**src/rtl/chs_pkg.sv**
```systemverilog
// Package for the chained hash attribute store.
// Holds sizes, operation codes and the structs passed along the cell row.
// No dependencies.
package chs_pkg;

  localparam int ENTRY_COUNT = 64;
  localparam int USED_W      = $clog2(ENTRY_COUNT + 1);
  localparam int DATA_W      = 64;

  typedef enum logic [1:0] {
    FUNC_SET       = 2'd0,
    FUNC_DEFINE    = 2'd1,
    FUNC_DEFINE_FN = 2'd2,
    FUNC_GET       = 2'd3
  } chs_func_t;

  // Transaction under work, held steady and broadcast to every cell.
  typedef struct packed {
    chs_func_t          func;
    logic [DATA_W-1:0]  key;
    logic [DATA_W-1:0]  word;
  } chs_query_t;

  // Search token handed from cell to cell, one hop per cycle.
  typedef struct packed {
    logic               token;
    logic               hit;
    logic [DATA_W-1:0]  value;
  } chs_probe_t;

endpackage

```
**src/rtl/chs_cell.sv**
```systemverilog
// One entry cell of the attribute store row.
// Holds key, value, definition and function flag; compares and forwards the probe.
// Depends on chs_pkg.
module chs_cell (
  input  logic               clk,
  input  logic               rst,
  input  chs_pkg::chs_query_t query,
  input  chs_pkg::chs_probe_t probe_in,
  input  logic               occupied,
  input  logic               ins_en,
  output chs_pkg::chs_probe_t probe_out
);
  import chs_pkg::*;

  logic [DATA_W-1:0] key;
  logic [DATA_W-1:0] value;
  logic [DATA_W-1:0] definition;
  logic              is_function;
  logic              match;

  // Keys are unique, so at most one cell in the row matches.
  assign match = probe_in.token && occupied && (key == query.key);

  always_ff @(posedge clk) begin
    if (rst) begin
      probe_out.token <= 1'b0;
    end else begin
      probe_out.token <= probe_in.token;
    end
    probe_out.hit   <= probe_in.hit | match;
    probe_out.value <= match ? value : probe_in.value;

    if (ins_en) begin
      key         <= query.key;
      value       <= (query.func == FUNC_SET) ? query.word : '0;
      definition  <= (query.func == FUNC_SET) ? '0 : query.word;
      is_function <= (query.func == FUNC_DEFINE_FN);
    end else if (match) begin
      unique case (query.func)
        FUNC_SET: begin
          value <= query.word;
        end
        FUNC_DEFINE, FUNC_DEFINE_FN: begin
          definition  <= query.word;
          is_function <= (query.func == FUNC_DEFINE_FN);
        end
        FUNC_GET: begin
        end
        default: begin
        end
      endcase
    end
  end

endmodule

```
**config.mk**
```make
export PLATFORM = sky130hd
export DESIGN_NAME = chs_cell
export DESIGN_NICKNAME = d
export VERILOG_FILES = /design/src/rtl/chs_pkg.sv /design/src/rtl/chs_cell.sv
export SDC_FILE = /design/constraint.sdc
export NUM_CORES = 1
export LEC_CHECK = 0
export ABC_CLOCK_PERIOD_IN_PS = 22800
export BUFFER_PORTS_ARGS = -buffer_cell sky130_fd_sc_hd__buf_4
export CAP_MARGIN = 20
export CORE_AREA = 2 2 144 104
export DETAILED_ROUTE_END_ITERATION = 6
export DIE_AREA = 0 0 146 106
export PLACE_DENSITY = 0.93
export SYNTH_ARGS = -nofsm -noshare
export SYNTH_HDL_FRONTEND = slang
export SYNTH_SLANG_ARGS = --single-unit
```
**constraint.sdc**
```tcl
create_clock -name clk -period 22.8 [get_ports clk]
set_input_delay 3.42 -clock clk [delete_from_list [all_inputs] [get_ports clk]]
set_output_delay 3.42 -clock clk [all_outputs]
set_load 0.1 [all_outputs]
```
==> flow_metrics.tcl <==
set metrics [dict create \
    status "completed" \
    antenna_cells 0 \
    dpl.hpwl_um 12700 \
    syn_inst 444 \
    layout-area-overhead-vs-synth_pct 38.3 \
    max_freq_mhz 166 \
    p_sw_frac 0.263 \
    die_area_um2 15500 \
    min_from "value[51]" \
    synthesis.area_um2 7300 \
    drt-initial-drc-count 316 \
    die_h_um 106 \
    numCtsBuffers 17 \
    synth_seq_cells 194 \
    grt_start_max_net_pins 67 \
    power_switching_mw 0.215 \
    fin_crit_sh 0.265 \
    synth_cell_types 26 \
    crit_path_max_fanout 54 \
    cellLeakagePower_nw 4.33 \
    synth_nets 644 \
    hold_depth 1 \
    max-slew-margin-rel 0.433 \
    cts_root_buf "clkbuf_16" \
    core_area_um2 14300 \
    holdCritPathClass "reg2reg" \
    clockBufferDepth 2 \
    layout_commonest_cell "buf_4" \
    period_needed_ns 6.04 \
    hold_end "probe_out[51]" \
    synthTopCellsByArea "edfxtp_1 53%, dfxtp_1 18%, mux2_4 7.8%" \
    htreeDepth 4 \
    yosys_warnings 0 \
    fin_skew_ns 0.0158 \
    cts.sinks 194 \
    power_frac_seq 0.504 \
    finalNonFillerCells 927 \
    drc_errors 0 \
    whs_ns 0.468 \
    r2r-end "value[60]" \
    vias 4559 \
    regToRegSetupSlack_ns 19.49 \
    synth_top_area_frac 0.527 \
    nets 919 \
    p_int_mw 0.602 \
    std_cell_rows 37 \
    io_pins 266 \
    cts.repair.resized 0 \
    routabilityCongestion 0.873 \
    dp_cells 894 \
    antenna_found_initial 0 \
    syn_avg_cell_area_um2 16.4 \
    grt_pass1_vias 4857 \
    wl_per_cell_um 18.4 \
    final.setup.tns_ns 0 \
    power_frac_comb 0.146 \
    synth_top_cell_by_area "edfxtp_1" \
    rr_worst_depth 8 \
    port_buffers 265 \
    initial_core_util 0.512 \
    fin_util 0.708 \
    reg2reg_from "key[28]" \
    first_pass_iters 4 \
    arrival_ns 6.11 \
    insertion_delay_ns 0.43 \
    die_width_um 146 \
    yosysSeqAreaShare 0.708 \
    critPathRequiredTime_ns 22.87 \
    rsz0062_at_grt "false" \
    grt_pass1_wl_um 25900 \
    timing.final.max_slew_violations 0 \
    ctsHoldBuffers 0 \
    pwr-share-clk 0.351 \
    finalSetupViolCount 0 \
    final_cell_mix "268 x buf_4, 128 x edfxtp_1, 66 x dfxtp_1, 64 x and2_1, 38 x mux2_4" \
    tightest_slew_ns 0.850 \
    layout-drive-gt1-share 0.503 \
    postCtsSetupBuffers 0 \
    hold_viol_final 0 \
    cts_tree "yes" \
    start_kind "input port" \
    ir_drop_mv 0.0509 \
    path_class "in2reg" \
    clk_pin_slew_ns 0.07 \
    gr-total-overflow 0 \
    powerDensity_nw_per_um2 81.1 \
    drt-vias-per-instance 4.92 \
    grt_use_total 0.222 \
    ant_nets 0 \
    endpoint_kind "flop" \
    drt-total-wl_um 17100 \
    max_cap_viol_count 0 \
]
-- synth_stat cells (all sizes together) --
cell,instances
edfxtp,128
dfxtp,66
and2,64
mux2,64
xnor2,25
xor2,21
inv,19
nand4,8
nor4,8
buf,7
clkbuf,6
o22ai,6
a221oi,4
nand2b,4
o2bb2ai,3
nand3,2
o2111ai,2
a222oi,1
a22o,1
nor2b,1
nor3,1
o21ai,1
o31ai,1
or4,1
-- stage by stage --
step | setup WS, ns | cell area, µm² | power (mW)
5_1_grt | 16.62 | 10100 | 0.846
3_3_place_gp | 16.20 | 9490 | 0.534
2_1_floorplan | 12.61 | 7300 | 0.489
6_report | 16.76 | 10100 | 0.818
3_5_place_dp | 16.14 | 9490 | 0.539
4_1_cts | 16.58 | 10100 | 0.824
-- per-layer routing --
metal  wire (µm)  global-route usage
met2        8850               0.383
met5           0                   0
met1        7050               0.274
met4         296              0.0735
met3         866              0.0571
-- power groups by stage --
stage                     Sequential (mW)  Combinational [mW]  Clock, mW
after floorplan                     0.463              0.0262          0
after global placement              0.418               0.116          0
after detailed placement            0.420               0.119          0
after CTS                           0.412               0.120      0.292
after global routing                0.414               0.125      0.307
final                               0.412               0.119      0.287
-- cell families (layout without fill, tap and decap cells) --
kind of cell,after synthesis,in the layout,synth area share
flip-flops,194,194,0.708
AND/OR/NAND/NOR,89,89,0.0765
multiplexers,64,64,0.118
XOR/XNOR,46,46,0.0552
buffers and inverters,32,320,0.0219
AO/OA/AOI/OAI,19,19,0.0202
-- cell type report --
class / instances / area, µm²
Sequential cell: 194 / 5160
Fill cell: 949 / 4170
Timing Repair Buffer: 269 / 2040
Multi-Input combinational cell: 218 / 2000
Clock buffer: 19 / 464
Tap cell: 195 / 244
Clock inverter: 13 / 109
Inverter: 19 / 71.3
-- worst max path at each step --
stage	cells after the start	endpoint	slack, ns	from
6_report	9	value[60]	16.76	query[92]
5_1_grt	9	value[12]	16.62	query[92]
4_1_cts	8	value[51]	16.58	query[92]
3_5_place_dp	8	value[38]	16.14	query[92]
3_3_place_gp	8	value[2]	16.20	query[92]
2_1_floorplan	8	value[0]	12.61	query[92]
-- worst max-delay path, stage by stage --
cell and delay [ns]:
buf_4 0.12, xnor2_1 0.14, o2111ai_1 0.15, nor4_1 0.42
nand4_1 0.17, or4_4 0.70, buf_16 0.29, o31ai_4 0.22
buf_4 0.45
-- state kept, by name, indices dropped and copies added, names as in the netlist --
signal / cells
probe_out: 66
key: 64
value: 64
Note: power is estimated with default switching activity, not from simulation.
